<file path="src/rtl/ecf_pkg.sv">
// ----------------------------------------------------------------------------
// ecf_pkg
// Shared types and constants of the escape command capture filter: register
// indexes, result kinds, line-end codes and the controller/datapath bundles.
// ----------------------------------------------------------------------------
package ecf_pkg;

    localparam int CMD_DEPTH_DEF = 64;

    localparam logic [1:0] CFG_ESC   = 2'd0;
    localparam logic [1:0] CFG_START = 2'd1;
    localparam logic [1:0] CFG_END   = 2'd2;

    localparam logic [7:0] ESC_RESET   = 8'd27;
    localparam logic [7:0] START_RESET = 8'd123;
    localparam logic [7:0] END_RESET   = 8'd125;

    localparam logic [7:0] CODE_CR = 8'd13;
    localparam logic [7:0] CODE_LF = 8'd10;

    localparam logic [1:0] KIND_PASS  = 2'd0;
    localparam logic [1:0] KIND_CMD   = 2'd1;
    localparam logic [1:0] KIND_EMPTY = 2'd2;

    // source of the byte loaded into the output register
    typedef enum logic [2:0] {
        SEL_PASS  = 3'd0,
        SEL_ESC   = 3'd1,
        SEL_HELD  = 3'd2,
        SEL_MEM   = 3'd3,
        SEL_EMPTY = 3'd4
    } t_out_sel;

    typedef struct packed {
        logic     out_load;
        t_out_sel out_sel;
        logic     out_last;
        logic     hold_byte;
        logic     store_write;
        logic     set_ovf;
        logic     clear_cap;
        logic     rd_start;
        logic     rd_next;
    } t_cmd;

    typedef struct packed {
        logic is_esc;
        logic is_start;
        logic is_end;
        logic is_eol;
        logic len_zero;
        logic len_full;
        logic replay_last;
        logic out_free;
    } t_stat;

endpackage

</file>
<file path="src/rtl/ecf_ctrl.sv">
// ----------------------------------------------------------------------------
// ecf_ctrl
// Mode state machine: decodes each accepted byte against the status from the
// datapath and issues load, store and replay commands.
// ----------------------------------------------------------------------------
module ecf_ctrl (
    input  logic          i_clk,
    input  logic          i_rst_n,
    input  logic          i_in_valid,
    output logic          o_in_ready,
    input  ecf_pkg::t_stat i_stat,
    output ecf_pkg::t_cmd  o_cmd
);

    typedef enum logic [4:0] {
        S_IDLE   = 5'b00001,
        S_ESC    = 5'b00010,
        S_CAP    = 5'b00100,
        S_PAIR   = 5'b01000,
        S_REPLAY = 5'b10000
    } t_state;

    t_state r_state;
    t_state n_state;
    logic   w_acc;

    assign o_in_ready = i_stat.out_free &&
                        (r_state == S_IDLE || r_state == S_ESC || r_state == S_CAP);
    assign w_acc = i_in_valid && o_in_ready;

    always_comb begin
        n_state = r_state;
        o_cmd   = '0;
        o_cmd.out_sel = ecf_pkg::SEL_PASS;
        unique case (r_state)
            S_IDLE: begin
                if (w_acc) begin
                    if (i_stat.is_esc) begin
                        n_state = S_ESC;
                    end else begin
                        o_cmd.out_load = 1'b1;
                        o_cmd.out_last = 1'b1;
                    end
                end
            end
            S_ESC: begin
                if (w_acc) begin
                    priority if (i_stat.is_eol) begin
                        o_cmd.clear_cap = 1'b1;
                        n_state = S_IDLE;
                    end else if (i_stat.is_start) begin
                        o_cmd.clear_cap = 1'b1;
                        n_state = S_CAP;
                    end else begin
                        o_cmd.out_load  = 1'b1;
                        o_cmd.out_sel   = ecf_pkg::SEL_ESC;
                        o_cmd.hold_byte = 1'b1;
                        n_state = S_PAIR;
                    end
                end
            end
            S_PAIR: begin
                if (i_stat.out_free) begin
                    o_cmd.out_load = 1'b1;
                    o_cmd.out_sel  = ecf_pkg::SEL_HELD;
                    o_cmd.out_last = 1'b1;
                    n_state = S_IDLE;
                end
            end
            S_CAP: begin
                if (w_acc) begin
                    priority if (i_stat.is_eol) begin
                        o_cmd.clear_cap = 1'b1;
                        n_state = S_IDLE;
                    end else if (i_stat.is_end) begin
                        if (i_stat.len_zero) begin
                            o_cmd.out_load  = 1'b1;
                            o_cmd.out_sel   = ecf_pkg::SEL_EMPTY;
                            o_cmd.out_last  = 1'b1;
                            o_cmd.clear_cap = 1'b1;
                            n_state = S_IDLE;
                        end else begin
                            o_cmd.rd_start = 1'b1;
                            n_state = S_REPLAY;
                        end
                    end else if (!i_stat.len_full) begin
                        o_cmd.store_write = 1'b1;
                    end else begin
                        o_cmd.set_ovf = 1'b1;
                    end
                end
            end
            S_REPLAY: begin
                if (i_stat.out_free) begin
                    o_cmd.out_load = 1'b1;
                    o_cmd.out_sel  = ecf_pkg::SEL_MEM;
                    o_cmd.out_last = i_stat.replay_last;
                    if (i_stat.replay_last) begin
                        o_cmd.clear_cap = 1'b1;
                        n_state = S_IDLE;
                    end else begin
                        o_cmd.rd_next = 1'b1;
                    end
                end
            end
            default: begin
                n_state = S_IDLE;
            end
        endcase
    end

    always_ff @(posedge i_clk) begin
        if (!i_rst_n) begin
            r_state <= S_IDLE;
        end else begin
            r_state <= n_state;
        end
    end

endmodule

</file>
<file path="src/rtl/ecf_dp.sv">
// ----------------------------------------------------------------------------
// ecf_dp
// Datapath: code registers, byte compares, command store with registered
// read, length and overflow tracking, and the output register.
// ----------------------------------------------------------------------------
module ecf_dp #(
    parameter int CMD_DEPTH = ecf_pkg::CMD_DEPTH_DEF
) (
    input  logic           i_clk,
    input  logic           i_rst_n,
    input  logic [7:0]     i_data_byte,
    input  logic           i_cfg_we,
    input  logic [1:0]     i_cfg_index,
    input  logic [7:0]     i_cfg_data,
    input  ecf_pkg::t_cmd  i_cmd,
    output ecf_pkg::t_stat o_stat,
    input  logic           i_out_ready,
    output logic           o_out_valid,
    output logic [7:0]     o_out_byte,
    output logic [1:0]     o_out_kind,
    output logic           o_is_last,
    output logic           o_truncated
);

    localparam int LW = $clog2(CMD_DEPTH + 1);
    localparam int AW = (CMD_DEPTH > 1) ? $clog2(CMD_DEPTH) : 1;

    logic [7:0]    r_esc;
    logic [7:0]    r_start;
    logic [7:0]    r_end;
    logic [LW-1:0] r_len;
    logic          r_ovf;
    logic [LW-1:0] r_idx;
    logic [LW-1:0] w_idx_inc;
    logic [7:0]    r_held;
    logic [7:0]    r_rd_data;
    logic [AW-1:0] w_rd_addr;
    logic [7:0]    r_store [CMD_DEPTH];
    logic          r_out_valid;
    logic [7:0]    r_out_byte;
    logic [1:0]    r_out_kind;
    logic          r_is_last;
    logic          r_truncated;

    assign w_idx_inc = r_idx + LW'(1);
    assign w_rd_addr = i_cmd.rd_start ? '0 : w_idx_inc[AW-1:0];

    always_comb begin
        o_stat.is_esc      = (i_data_byte == r_esc);
        o_stat.is_start    = (i_data_byte == r_start);
        o_stat.is_end      = (i_data_byte == r_end);
        o_stat.is_eol      = (i_data_byte == ecf_pkg::CODE_CR) ||
                             (i_data_byte == ecf_pkg::CODE_LF);
        o_stat.len_zero    = (r_len == '0);
        o_stat.len_full    = (r_len == LW'(CMD_DEPTH));
        o_stat.replay_last = (w_idx_inc == r_len);
        o_stat.out_free    = !r_out_valid || i_out_ready;
    end

    // code registers
    always_ff @(posedge i_clk) begin
        if (!i_rst_n) begin
            r_esc   <= ecf_pkg::ESC_RESET;
            r_start <= ecf_pkg::START_RESET;
            r_end   <= ecf_pkg::END_RESET;
        end else if (i_cfg_we) begin
            unique case (i_cfg_index)
                ecf_pkg::CFG_ESC:   r_esc   <= i_cfg_data;
                ecf_pkg::CFG_START: r_start <= i_cfg_data;
                ecf_pkg::CFG_END:   r_end   <= i_cfg_data;
                default: ;
            endcase
        end
    end

    // capture length and overflow flag
    always_ff @(posedge i_clk) begin
        if (!i_rst_n) begin
            r_len <= '0;
            r_ovf <= 1'b0;
        end else if (i_cmd.clear_cap) begin
            r_len <= '0;
            r_ovf <= 1'b0;
        end else begin
            if (i_cmd.store_write) begin
                r_len <= r_len + LW'(1);
            end
            if (i_cmd.set_ovf) begin
                r_ovf <= 1'b1;
            end
        end
    end

    // command store, one write and one registered read port
    always_ff @(posedge i_clk) begin
        if (i_cmd.store_write) begin
            r_store[r_len[AW-1:0]] <= i_data_byte;
        end
        if (i_cmd.rd_start || i_cmd.rd_next) begin
            r_rd_data <= r_store[w_rd_addr];
        end
    end

    always_ff @(posedge i_clk) begin
        if (i_cmd.rd_start) begin
            r_idx <= '0;
        end else if (i_cmd.rd_next) begin
            r_idx <= w_idx_inc;
        end
        if (i_cmd.hold_byte) begin
            r_held <= i_data_byte;
        end
    end

    // output register
    always_ff @(posedge i_clk) begin
        if (!i_rst_n) begin
            r_out_valid <= 1'b0;
        end else if (i_cmd.out_load) begin
            r_out_valid <= 1'b1;
        end else if (i_out_ready) begin
            r_out_valid <= 1'b0;
        end
    end

    always_ff @(posedge i_clk) begin
        if (i_cmd.out_load) begin
            r_is_last <= i_cmd.out_last;
            unique case (i_cmd.out_sel)
                ecf_pkg::SEL_PASS: begin
                    r_out_byte  <= i_data_byte;
                    r_out_kind  <= ecf_pkg::KIND_PASS;
                    r_truncated <= 1'b0;
                end
                ecf_pkg::SEL_ESC: begin
                    r_out_byte  <= r_esc;
                    r_out_kind  <= ecf_pkg::KIND_PASS;
                    r_truncated <= 1'b0;
                end
                ecf_pkg::SEL_HELD: begin
                    r_out_byte  <= r_held;
                    r_out_kind  <= ecf_pkg::KIND_PASS;
                    r_truncated <= 1'b0;
                end
                ecf_pkg::SEL_MEM: begin
                    r_out_byte  <= r_rd_data;
                    r_out_kind  <= ecf_pkg::KIND_CMD;
                    r_truncated <= r_ovf;
                end
                ecf_pkg::SEL_EMPTY: begin
                    r_out_byte  <= '0;
                    r_out_kind  <= ecf_pkg::KIND_EMPTY;
                    r_truncated <= r_ovf;
                end
                default: begin
                    r_out_byte  <= i_data_byte;
                    r_out_kind  <= ecf_pkg::KIND_PASS;
                    r_truncated <= 1'b0;
                end
            endcase
        end
    end

    assign o_out_valid = r_out_valid;
    assign o_out_byte  = r_out_byte;
    assign o_out_kind  = r_out_kind;
    assign o_is_last   = r_is_last;
    assign o_truncated = r_truncated;

endmodule

</file>
<file path="src/rtl/escape_command_capture_filter_unit.sv">
// ----------------------------------------------------------------------------
// escape_command_capture_filter_unit
// A result is loaded into the output register as its beat is accepted; the
// first byte of a command replay first passes the registered store read.
// Input is taken one byte per cycle while the output register is free, but
// not during an escape pair or a replay from the store's single read port.
// Reset (synchronous, active low): idle mode, codes 27/123/125, store empty.
// ----------------------------------------------------------------------------
module escape_command_capture_filter_unit #(
    parameter int CMD_DEPTH = ecf_pkg::CMD_DEPTH_DEF
) (
    input  logic       i_clk,
    input  logic       i_rst_n,
    input  logic       i_in_valid,
    output logic       o_in_ready,
    input  logic [7:0] i_data_byte,
    output logic       o_out_valid,
    input  logic       i_out_ready,
    output logic [7:0] o_out_byte,
    output logic [1:0] o_out_kind,
    output logic       o_is_last,
    output logic       o_truncated,
    input  logic       i_cfg_valid,
    output logic       o_cfg_ready,
    input  logic [1:0] i_cfg_index,
    input  logic [7:0] i_cfg_data
);

    ecf_pkg::t_cmd  w_cmd;
    ecf_pkg::t_stat w_stat;

    // code registers take a write in any cycle
    assign o_cfg_ready = 1'b1;

    ecf_ctrl u_ctrl (
        .i_clk      (i_clk),
        .i_rst_n    (i_rst_n),
        .i_in_valid (i_in_valid),
        .o_in_ready (o_in_ready),
        .i_stat     (w_stat),
        .o_cmd      (w_cmd)
    );

    ecf_dp #(
        .CMD_DEPTH (CMD_DEPTH)
    ) u_dp (
        .i_clk       (i_clk),
        .i_rst_n     (i_rst_n),
        .i_data_byte (i_data_byte),
        .i_cfg_we    (i_cfg_valid),
        .i_cfg_index (i_cfg_index),
        .i_cfg_data  (i_cfg_data),
        .i_cmd       (w_cmd),
        .o_stat      (w_stat),
        .i_out_ready (i_out_ready),
        .o_out_valid (o_out_valid),
        .o_out_byte  (o_out_byte),
        .o_out_kind  (o_out_kind),
        .o_is_last   (o_is_last),
        .o_truncated (o_truncated)
    );

endmodule

</file>
<file path="config.mk">
export PLATFORM = sky130hd
export DESIGN_NAME = escape_command_capture_filter_unit
export DESIGN_NICKNAME = d
export VERILOG_FILES = /design/src/rtl/ecf_pkg.sv /design/src/rtl/ecf_ctrl.sv /design/src/rtl/ecf_dp.sv /design/src/rtl/escape_command_capture_filter_unit.sv
export SDC_FILE = /design/constraint.sdc
export NUM_CORES = 1
export LEC_CHECK = 0
export BUFFER_PORTS_ARGS = -buffer_cell sky130_fd_sc_hd__buf_2
export CAP_MARGIN = 20
export CORE_UTILIZATION = 56
export DETAILED_ROUTE_END_ITERATION = 7
export PLACE_DENSITY_LB_ADDON = 0.25
export SLEW_MARGIN = 20
export SYNTH_ARGS = -nofsm -noshare
export SYNTH_HDL_FRONTEND = slang
export SYNTH_SLANG_ARGS = --single-unit
</file>
<file path="constraint.sdc">
create_clock -name i_clk -period 3.95 [get_ports i_clk]
set_input_delay 0 -clock i_clk [delete_from_list [all_inputs] [get_ports i_clk]]
set_output_delay 0 -clock i_clk [all_outputs]
set_load 0.02 [all_outputs]
</file>
==> flow_summary.ini <==
[final_layout]
finish.utilization = 0.653
antenna_cells = 0
drive_gt1_frac = 0.193
multiInputGateArea_sq_mm = 0.00725
nFillCells = 3086
synthToLayoutAreaGrowth_pct = 14.0
design_area_sq_mm = 0.0284
layout.nets = 1821
register_area_sq_mm = 0.0171

[setup_path]
worstSetupPathType = flip-flop to flip-flop
cp_num_buf_inv = 1
cp-end-kind = flip-flop
cp_top_family = compound AO/OA/AOI/OAI gates
reg2reg_depth = 8
cp.depth = 8
critPathSlowestCell = a2111oi_2
slowest_delay_ns = 0.71
worstPathRequired_ns = 4.29
crit_chain = or3_1 > nor3_4 > nor3_4 > buf_4 > a2111oi_2 > o21ai_0 > o21ai_0 > nor4_1
cp.arrival_ns = 3.91
cp_max_fo = 17
cp-start-kind = flip-flop

[clocking]
numCtsBuffers = 57
clock_latency_ns = 0.61
cts_tree = yes
cts_resized = 0
htreeDepth = 2
cts_max_path_buffers = 3
ctsRootBufferMaster = clkbuf_16
cts.sink_count = 585
clkSlewWorstSetupHoldPaths_ns = 0.06

[drt]
vias_per_cell = 6.38
num_vias = 15500
initialDrtViolationCount = 1881
remaining_drc_errors = 0
first_pass_iters = 6
wl_microns = 67200
ant_nets = 0
wl_per_cell_microns = 27.7

[timing]
drv_slew = 0
worst_pin_slew_ns = 1.06
fmax_mhz = 281
hold_violations = 0
setup_tns_ns = 0
period_needed_ns = 3.56
setup_violations = 0
finClkSkew_ns = 0.0138
slew_headroom = 0.294
period_share = 0.902
rsz0062_at_grt = false
whs_ns = 0.0179

[logic_synthesis]
syn_nets = 1685
synth_edf_count = 540
synth_ff_type = edfxtp_1
ys_seq_area_frac = 0.687
avgSynthCellArea_sq_um = 15.0
synthCells = 1659
async_flop_share = 0
synth_warnings = 0
ys_ff_latch = 585
netlist_area_sq_mm = 0.0249
synth_cell_types = 88

[worst_hold_path]
min_path_type = input pin to flip-flop
holdPathStages = 2

[pwr]
leakagePower_nw = 9.21
p_per_area_mw_per_mm2 = 431
power_mw = 12.2
ir_drop_v = 0.000389

[global_route]
grt_max_degree = 140
grt_usage = 0.305
grt_pass1_wl_microns = 98700
grt_pass1_vias = 15100
grt_overflow_total = 0
grt_antenna_before_repair = 0

[placement]
io_buffers = 36
globalplace.congestion = 0.967
place_area_sq_mm = 0.0263
dpl.hpwl_microns = 43800

[floorplan]
die_h_microns = 213
start_util = 0.573
num_rows = 76
io_pins = 38
die_width_microns = 213
core_sq_mm = 0.0435
fp.dieArea_sq_mm = 0.0453

[run_status]
status = completed

[job]
drv_cap = 0
[path summary, 6_finish.rpt]
path	startpoint	slack, ns	end
worst min register to register	u_dp.r_start[2]	0.48	u_dp.r_start[2]
worst max-delay path	u_dp.r_len[5]	0.39	u_dp.r_rd_data[2]
worst min-delay path	i_data_byte[3]	0.02	u_dp.r_store[47][3]
worst max register to register	u_dp.r_len[5]	0.39	u_dp.r_rd_data[2]
[per-layer routing]
metal / track usage / vias up / wire, microns
met4: 0.133 / 0 / 2800
met1: 0.427 / 7817 / 27300
met2: 0.474 / 782 / 31400
met5: 0 / - / 0
met3: 0.0524 / 138 / 5790
li1: - / 6733 / -
[timing repair]
action,in CTS,in global routing
endpoints found under the hold margin,59,0
setup buffers,0,0
hold buffers,36,0
[area by class of cell]
type	instances	share of cell area
Clock buffer	66	0.0514
Clock inverter	38	0.0104
Inverter	19	0.00251
Multi-Input combinational cell	947	0.255
Sequential cell	585	0.603
Tap cell	585	0.0258
Timing Repair Buffer	185	0.0516
[cells in the mapped netlist, types with 10 or more instances]
library cell | n | area, sq um
inv_1 | 19 | 71.3
nor2_1 | 139 | 522
xor2_1 | 19 | 166
xnor2_1 | 25 | 219
nand2_1 | 123 | 462
mux4_2 | 60 | 1350
nor4_1 | 13 | 81.3
dfxtp_1 | 45 | 901
a211o_1 | 10 | 87.6
o211ai_1 | 22 | 165
edfxtp_1 | 540 | 16200
mux2i_1 | 87 | 871
clkbuf_1 | 43 | 161
o21ai_0 | 58 | 290
nor3_1 | 28 | 140
mux2_2 | 29 | 327
a21oi_1 | 55 | 275
nand3_1 | 42 | 210
buf_4 | 10 | 75.1
buf_2 | 43 | 215
a211oi_1 | 11 | 82.6
nand2b_1 | 17 | 106
[kinds of logic after synthesis]
logic type | synth area share
other | 0.000151
multiplexers | 0.102
AO/OA/AOI/OAI | 0.0835
XOR/XNOR | 0.0184
buffers and inverters | 0.0242
flip-flops | 0.687
adder cells (fa/ha/maj) | 0.00151
AND/OR/NAND/NOR | 0.0828
[worst register-to-register path, stage by stage, from the launching register on]
cell       delay (ns)
dfxtp_1          0.41
or3_1            0.57
nor3_4           0.37
nor3_4           0.12
buf_4            0.24
a2111oi_2        0.72
o21ai_0          0.25
o21ai_0          0.50
nor4_1           0.12
[cell usage in the layout (no fill, tap or decap), types with 22 or more instances in the layout]
master,instances
nor2_1,139
edfxtp_1,540
nor3_1,27
xnor2_1,23
mux2i_1,87
o21ai_0,58
clkbuf_16,57
nand3_1,42
o211ai_1,22
dlygate4sd3_1,36
a21oi_1,55
mux2_2,29
buf_2,36
dfxtp_1,44
mux4_2,60
buf_4,107
nand2_1,123
[report_power, final]
group          internal, mW  total [mW]  switching, mW
combinational        0.0770       0.273          0.195
clock                  2.90        5.18           2.28
sequential             6.78        6.79         0.0121
[metrics by stage]
| stage | std cells | setup WS (ns) |
|---|---|---|
| after CTS | 2425 | 0.455 |
| after floorplan | 1659 | 1.08 |
| after global placement | 2285 | 0.527 |
| after detailed placement | 2285 | 0.468 |
| after global routing | 2425 | 0.241 |
| final | 2425 | 0.386 |
[flip-flops by register name, summed over array words and instances, names as in the netlist, 2 cells and up]
register,flops
u_dp.r_idx,7
u_dp.r_store,512
u_dp.r_esc,8
u_dp.o_out_kind,2
u_dp.r_len,7
u_ctrl.r_state,5
u_dp.r_start,8
u_dp.r_end,8
u_dp.r_rd_data,8
u_dp.r_held,8
u_dp.o_out_byte,8
(Power assumes the default switching activity.)
